## config.mk

```make
export PLATFORM = sky130hd
export DESIGN_NAME = encoder_period_speed_position_top
export DESIGN_NICKNAME = d
export VERILOG_FILES = /design/src/rtl/core/eps_pkg.sv /design/src/rtl/core/eps_div.sv /design/src/rtl/core/encoder_period_speed_position_top.sv
export SDC_FILE = /design/constraint.sdc
export NUM_CORES = 2
export LEC_CHECK = 0
export BUFFER_PORTS_ARGS = -buffer_cell sky130_fd_sc_hd__buf_2
export CAP_MARGIN = 30
export CORE_UTILIZATION = 57
export CTS_CLUSTER_SIZE = 25
export DETAILED_ROUTE_END_ITERATION = 10
export HOLD_SLACK_MARGIN = 0.08
export MAX_ROUTING_LAYER = met4
export PLACE_DENSITY = 0.78
export SYNTH_ARGS = -nofsm -noshare
export SYNTH_HDL_FRONTEND = slang
export SYNTH_HIERARCHICAL = 1
export SYNTH_SLANG_ARGS = --single-unit
```

## constraint.sdc

```tcl
create_clock -name clk -period 7.5 [get_ports clk]
set_input_delay 0.75 -clock clk [delete_from_list [all_inputs] [get_ports clk]]
set_output_delay 0.75 -clock clk [all_outputs]
set_load 0.01 [all_outputs]
```

## src/rtl/core/eps_pkg.sv

```systemverilog
// Shared types and constants for the encoder period, speed and position block.
package eps_pkg;

	// Register indexes of the configuration port
	localparam logic REG_PULSES_PER_REV = 1'b0;
	localparam logic REG_TICK_RATE_HZ   = 1'b1;

	// Configuration values after reset
	localparam logic [15:0] PPR_RESET  = 16'd1;
	localparam logic [27:0] TICK_RESET = 28'd1000000;

	// Field widths
	localparam int unsigned CAP_W  = 16;
	localparam int unsigned IDX_W  = 16;
	localparam int unsigned POS_W  = 17;
	localparam int unsigned SPD_W  = 32;
	localparam int unsigned TICK_W = 28;

	// Dividend width: 15360 * tick rate stays below 2^42
	localparam int unsigned NUM_W = 42;

	// Scale factors: 360 degrees in Q8, and 60 s/min in Q8
	localparam logic [16:0] POS_SCALE = 17'd92160;
	localparam logic [13:0] SPD_SCALE = 14'd15360;

	localparam logic [SPD_W-1:0] SPEED_MAX = '1;

	// Sequencer states
	typedef enum logic [2:0] {
		ST_IDLE,
		ST_PREP,
		ST_POS_GO,
		ST_POS_RUN,
		ST_SPD_GO,
		ST_SPD_RUN,
		ST_EMIT
	} seq_state_t;

	// Divider control and status
	typedef struct packed {
		logic start;
	} div_ctl_t;

	typedef struct packed {
		logic busy;
		logic done;
	} div_sts_t;

endpackage

```

## src/rtl/core/eps_div.sv

```systemverilog
// Shared restoring divider: one quotient bit per cycle.
module eps_div #(
	parameter int unsigned NUM_W = 42,
	parameter int unsigned DEN_W = 32
) (
	input  logic                 clk,
	input  logic                 arst_n,
	input  eps_pkg::div_ctl_t    ctl,
	input  logic [NUM_W-1:0]     num,
	input  logic [DEN_W-1:0]     den,
	output eps_pkg::div_sts_t    sts,
	output logic [NUM_W-1:0]     quo
);
	import eps_pkg::*;

	localparam int unsigned CNT_W = $clog2(NUM_W + 1);

	logic [CNT_W-1:0] cnt_q;
	logic             done_q;
	logic [NUM_W-1:0] num_q;
	logic [NUM_W-1:0] quo_q;
	logic [DEN_W-1:0] rem_q;
	logic [DEN_W-1:0] den_q;

	logic [DEN_W:0]   trial;
	logic [DEN_W+1:0] diff;
	logic             ge;

	// Shift in the next dividend bit and trial-subtract the divisor
	always_comb begin
		trial = {rem_q, num_q[NUM_W-1]};
		diff  = {1'b0, trial} - {2'b00, den_q};
		ge    = ~diff[DEN_W+1];
	end

	// Step counter and completion pulse
	always_ff @(posedge clk or negedge arst_n) begin
		if (!arst_n) begin
			cnt_q  <= '0;
			done_q <= 1'b0;
		end else begin
			done_q <= (cnt_q == CNT_W'(1));
			if (ctl.start) begin
				cnt_q <= CNT_W'(NUM_W);
			end else if (cnt_q != '0) begin
				cnt_q <= cnt_q - CNT_W'(1);
			end
		end
	end

	// Operands, partial remainder and quotient
	always_ff @(posedge clk) begin
		if (ctl.start) begin
			num_q <= num;
			den_q <= den;
			rem_q <= '0;
			quo_q <= '0;
		end else if (cnt_q != '0) begin
			num_q <= {num_q[NUM_W-2:0], 1'b0};
			rem_q <= ge ? diff[DEN_W-1:0] : trial[DEN_W-1:0];
			quo_q <= {quo_q[NUM_W-2:0], ge};
		end
	end

	assign sts.busy = (cnt_q != '0);
	assign sts.done = done_q;
	assign quo      = quo_q;

endmodule

```

## src/rtl/core/encoder_period_speed_position_top.sv

```systemverilog
// Top level: capture state, sequencer and result register around the shared divider.
//
//  channel  | signals                              | direction | content
//  ---------+--------------------------------------+-----------+----------------------------
//  s        | s_tvalid s_tready s_tdata[15:0]       | in        | capture timestamp
//  m        | m_tvalid m_tready m_tdata m_tuser     | out       | period, index, position, speed
//  cfg      | cfg_we cfg_index cfg_wdata[27:0]      | in        | register write, no wait
//
//  A pulse uses the 42-bit restoring divider once for the position and, when the period is
//  nonzero, once more for the speed; the divider yields one quotient bit per cycle.
//  s_tready is high only while the sequencer is idle; a result in the output register does not block it.
//  A finished result waits in its state until the output register is free.
//  Reset clears the capture, the pulse index and the registers to their reset values.
module encoder_period_speed_position_top #(
	parameter int unsigned TIMER_BITS = 16
) (
	input  logic        clk,
	input  logic        arst_n,
	input  logic        s_tvalid,
	output logic        s_tready,
	input  logic [15:0] s_tdata,   // capture_time[15:0]
	output logic        m_tvalid,
	input  logic        m_tready,
	output logic [87:0] m_tdata,   // period_ticks[15:0], position_index[31:16],
	                               // position_deg_q8[48:32], speed_rpm_q8[80:49], pad[87:81]
	output logic [0:0]  m_tuser,   // zero_period[0]
	input  logic        cfg_we,
	input  logic        cfg_index,
	input  logic [27:0] cfg_wdata
);
	import eps_pkg::*;

	localparam int unsigned TB    = TIMER_BITS;
	localparam int unsigned DEN_W = IDX_W + TB;

	// Configuration
	logic [15:0]       ppr_q;
	logic [TICK_W-1:0] tick_q;

	// Pulse state and working registers
	logic [TB-1:0]     last_q;
	logic [IDX_W-1:0]  idx_q;
	logic [TB-1:0]     period_q;
	logic              zero_q;
	logic [NUM_W-1:0]  pos_num_q;
	logic [NUM_W-1:0]  spd_num_q;
	logic [DEN_W-1:0]  spd_den_q;
	logic [POS_W-1:0]  pos_q;
	logic [SPD_W-1:0]  spd_q;

	// Result register
	logic              m_tvalid_q;
	logic [87:0]       m_tdata_q;
	logic              m_tuser_q;

	seq_state_t        state_q, state_d;
	div_ctl_t          div_ctl;
	div_sts_t          div_sts;
	logic [NUM_W-1:0]  div_num;
	logic [DEN_W-1:0]  div_den;
	logic [NUM_W-1:0]  div_quo;

	logic              s_acc;
	logic              out_free;
	logic [15:0]       n_eff;
	logic [IDX_W-1:0]  idx_next;
	logic [TB+CAP_W-1:0] cap_wide;
	logic [TB-1:0]     cur;
	logic [TB+16-1:0]  period_wide;
	logic [32:0]       pos_prod;

	assign s_acc    = s_tvalid && s_tready;
	assign out_free = !m_tvalid_q || m_tready;
	assign s_tready = (state_q == ST_IDLE);

	// Fit the capture to the timer width
	assign cap_wide = {{TB{1'b0}}, s_tdata};
	assign cur      = cap_wide[TB-1:0];

	// Treat zero pulses per revolution as one, and wrap the index at N
	assign n_eff    = (ppr_q == 16'd0) ? 16'd1 : ppr_q;
	assign idx_next = (idx_q >= n_eff) ? IDX_W'(1) : idx_q + IDX_W'(1);

	assign pos_prod    = 33'(idx_q) * 33'(POS_SCALE);
	assign period_wide = {16'd0, period_q};

	// Configuration writes
	always_ff @(posedge clk or negedge arst_n) begin
		if (!arst_n) begin
			ppr_q  <= PPR_RESET;
			tick_q <= TICK_RESET;
		end else if (cfg_we) begin
			unique case (cfg_index)
				REG_PULSES_PER_REV: ppr_q  <= cfg_wdata[15:0];
				REG_TICK_RATE_HZ:   tick_q <= cfg_wdata;
			endcase
		end
	end

	// Capture and index state
	always_ff @(posedge clk or negedge arst_n) begin
		if (!arst_n) begin
			last_q <= '0;
			idx_q  <= '0;
		end else if (s_acc) begin
			last_q <= cur;
			idx_q  <= idx_next;
		end
	end

	// Sequencer state register
	always_ff @(posedge clk or negedge arst_n) begin
		if (!arst_n) begin
			state_q <= ST_IDLE;
		end else begin
			state_q <= state_d;
		end
	end

	// Next state and divider control
	always_comb begin
		state_d       = state_q;
		div_ctl.start = 1'b0;
		div_num       = pos_num_q;
		div_den       = {{TB{1'b0}}, n_eff};
		unique case (state_q)
			ST_IDLE: begin
				if (s_acc) state_d = ST_PREP;
			end
			ST_PREP: begin
				state_d = ST_POS_GO;
			end
			ST_POS_GO: begin
				div_ctl.start = 1'b1;
				state_d       = ST_POS_RUN;
			end
			ST_POS_RUN: begin
				if (div_sts.done) state_d = zero_q ? ST_EMIT : ST_SPD_GO;
			end
			ST_SPD_GO: begin
				div_ctl.start = 1'b1;
				div_num       = spd_num_q;
				div_den       = spd_den_q;
				state_d       = ST_SPD_RUN;
			end
			ST_SPD_RUN: begin
				div_num = spd_num_q;
				div_den = spd_den_q;
				if (div_sts.done) state_d = ST_EMIT;
			end
			ST_EMIT: begin
				if (out_free) state_d = ST_IDLE;
			end
			default: state_d = ST_IDLE;
		endcase
	end

	// Working registers
	always_ff @(posedge clk) begin
		if (s_acc) begin
			period_q <= cur - last_q;
			zero_q   <= (cur == last_q);
		end
		if (state_q == ST_PREP) begin
			pos_num_q <= NUM_W'(pos_prod);
			spd_num_q <= NUM_W'(tick_q) * NUM_W'(SPD_SCALE);
			spd_den_q <= DEN_W'(n_eff) * DEN_W'(period_q);
			spd_q     <= SPEED_MAX;
		end
		if (state_q == ST_POS_RUN && div_sts.done) begin
			pos_q <= div_quo[POS_W-1:0];
		end
		if (state_q == ST_SPD_RUN && div_sts.done) begin
			spd_q <= (div_quo[NUM_W-1:SPD_W] != '0) ? SPEED_MAX : div_quo[SPD_W-1:0];
		end
	end

	// Result register: load when free, drop on a taken beat
	always_ff @(posedge clk or negedge arst_n) begin
		if (!arst_n) begin
			m_tvalid_q <= 1'b0;
		end else if (state_q == ST_EMIT && out_free) begin
			m_tvalid_q <= 1'b1;
		end else if (m_tready) begin
			m_tvalid_q <= 1'b0;
		end
	end

	always_ff @(posedge clk) begin
		if (state_q == ST_EMIT && out_free) begin
			m_tdata_q <= {7'd0, spd_q, pos_q, idx_q, period_wide[15:0]};
			m_tuser_q <= zero_q;
		end
	end

	eps_div #(
		.NUM_W (NUM_W),
		.DEN_W (DEN_W)
	) u_div (
		.clk    (clk),
		.arst_n (arst_n),
		.ctl    (div_ctl),
		.num    (div_num),
		.den    (div_den),
		.sts    (div_sts),
		.quo    (div_quo)
	);

	assign m_tvalid   = m_tvalid_q;
	assign m_tdata    = m_tdata_q;
	assign m_tuser[0] = m_tuser_q;

endmodule

```

==> results.yml <==
outcome:
  status: "finished, final reports clean"
synthesis:
  synthArstFlopShare_pct: 18.55
  synth_top_cells_by_area: "edfxtp_1 (28%), fa_1 (17%), ha_1 (9.3%)"
  ys_seq_area_share_pct: 39.14
  synth-edff-count: 308
  yosysUniqueCellTypes: 89
  synth_ff_type: "edfxtp_1"
  synth_top_area_share_pct: 28.02
  netlist_instances: 3101
  avgSynthCellArea_um2: 10.64
  yosysTopAreaCell: "edfxtp_1"
  synth_area_um2: 33010
  yosys_warnings: 6
  synth-seq-cells: 469
final_layout:
  final_common_cell: "nand2_1"
  fin_cells: 4006
  syn_to_final_growth_pct: 10.27
  layout-drive-gt1-share_pct: 12.17
  fillCellCount: 4439
  final_nets: 3774
  layout_common_cells: "nand2_1 (405), inv_1 (402), edfxtp_1 (308)"
  final_core_util_pct: 64.05
pwr:
  powerDensity_nw_per_um2: 476.4
  ir_drop_v: 0.0005439
  power.leakage_nw: 16.19
clocking:
  numCtsBuffers: 50
  clock_path_buffers: 3
  clockRootBuffer: "clkbuf_16"
  cts_hold_buf: 0
  path_clk_slew_ps: 60
  worstSkewPairLatency_ps: 620
  post_cts_buffers: 0
  post_cts_resized: 0
  htree_levels: 2
  cts_sinks: 469
  cts_tree: "built"
critical_path:
  slowest_delay_ps: 630
  path_max_fanout: 18
  crit_required_ps: 7830
  arrival_ps: 7380
  crit_slowest_cell: "dfrtp_1"
  crit_top_cell: "fa_1"
  end_kind: "register"
  r2r_slack_ps: 450
  crit_buf_inv: 3
  critPathKind: "register to register"
  crit_chain: "nor4_1, a41o_1, nand2_1, fa_1, fa_1, inv_1, fa_1, fa_1, fa_1, inv_1, fa_1, inv_1, ha_1, a21o_1, a21oi_1, o21ai_0, a221o_1, a31o_2, a221oi_2, o21bai_1, xor2_1"
  startpoint_type: "register"
  path_delay_family: "adder cells"
global_route:
  grt_max_degree: 84
  grt_pass1_vias: 23270
  grt_overflow: 0
  track_usage_pct: 26.72
  grt_antenna_before_repair: 3
  grt_first_pass_wirelength_mm: 122.1
job:
  drv_cap: 0
floorplanning:
  dieArea_um2: 58870
  core_area_um2: 56820
  die_x_um: 242.6
  die_h_um: 242.6
  io_pins: 141
  start_util_pct: 58.09
  num_rows: 87
sta:
  setup_tns_ps: 0
  slew_viol_final: 0
  finalSetupViolations: 0
  max_freq_mhz: 141.8
  tightest_slew_ps: 994.6
  grt_setup_unrepaired: "no"
  fin_crit_ps: 7052
  hold_viol: 0
  slew_headroom_pct: 33.40
  finalCritPeriodShare_pct: 94.02
  finClkSkew_ps: 41.41
  setup_ws_ps: 448.3
detailed_routing:
  routedWlPerCell_um: 18.72
  routed_wl_mm: 75.01
  route.detailed.drc: 0
  ant_nets: 0
  drt_pass1_iterations: 6
  dr_total_vias: 22670
  drt_iter0_drc: 1466
  vias_per_cell: 5.658
place:
  io_buffers: 133
  placedCellCount: 3905
  place.gp.congestion: 0.9684
  dp_slack_ps: 595.1
  hpwl_mm: 55.39
min_path:
  hold_path.class: "primary input to async pin"
==> power by group <==
| group | leakage [nW] | internal (W) | total [W] | switching [W] |
|---|---|---|---|---|
| Sequential | 4.44 | 0.00391 | 0.00431 | 0.000401 |
| Combinational | 10.8 | 0.00436 | 0.0103 | 0.00596 |
| Clock | 0.914 | 0.00163 | 0.00271 | 0.00108 |
| Total | 16.2 | 0.00990 | 0.0173 | 0.00744 |
==> cell type report <==
cell class,count,area (um^2),area share (%)
tap,756,945.9,2.599
multi-input combinational,2116,18150,49.87
inverter,404,1516,4.167
timing repair buffer,162,1006,2.764
antenna,5,12.51,0.03438
clock inverter,24,336.6,0.9247
sequential,469,12920,35.49
clock buffer,70,1510,4.149
==> sequential cells by signal, summed over array words and instances, names as in the netlist, 3 cells and up <==
| signal | count |
|---|---|
| idx_q | 16 |
| last_q | 16 |
| m_tdata | 81 |
| period_q | 16 |
| pos_num_q | 22 |
| pos_q | 17 |
| ppr_q | 16 |
| spd_den_q | 32 |
| spd_num_q | 32 |
| spd_q | 32 |
| state_q | 3 |
| tick_q | 28 |
| u_div/cnt_q | 6 |
| u_div/den_q | 32 |
| u_div/num_q | 42 |
| u_div/quo | 42 |
| u_div/rem_q | 32 |
==> Yosys cell counts, drive strengths merged (63+ instances only) <==
cell type	instances
mux2	71
ha	246
nor2	106
a21o	63
xnor2	80
a21oi	151
dfrtp	79
and2	155
nand2	406
o21ai	105
dfxtp	74
edfxtp	308
inv	404
clkbuf	110
fa	275
==> logic make-up (layout without fill, tap and decap cells) <==
family,count (synthesis),after routing,share of synthesized area [%]
buffers and inverters,532,660,6.209
AND/OR/NAND/NOR,877,877,12.64
AO/OA/AOI/OAI,491,491,9.781
other,1,22,0.01136
multiplexers,94,94,3.120
adder cells (fa/ha/maj),521,521,26.01
XOR/XNOR,116,116,3.101
flip-flops,469,469,39.14
==> layer usage <==
| metal | global-route usage (%) | wire, um |
|---|---|---|
| met1 | 34.76 | 32460 |
| met2 | 43.53 | 36170 |
| met3 | 3.826 | 4202 |
| met4 | 8.176 | 2176 |
| met5 | - | 0 |
==> final timing paths <==
check / from / end / depth (start not counted)
worst max-delay path: ppr_q[11] / spd_den_q[30] / 21
max in group asynchronous: arst_n / u_div/cnt_q[5] / 2
min in group clk: s_tdata[15] / last_q[15] / 3
worst max register to register: ppr_q[11] / spd_den_q[30] / 21
worst min-delay path: arst_n / last_q[10] / 1
worst min register to register: spd_q[13] / m_tdata[62] / 0
==> metrics by stage <==
stage               cell area [um^2]  hold slack (ps)  total power [W]
finish                         36400            133.3          0.01734
global route                   36390            168.0          0.01883
CTS                            36330            139.1          0.01731
detailed placement             34480            404.5          0.01445
global placement               34360            401.2          0.01407
floorplan                      33070            400.3          0.01219
Power figures use the tool's default switching activity.
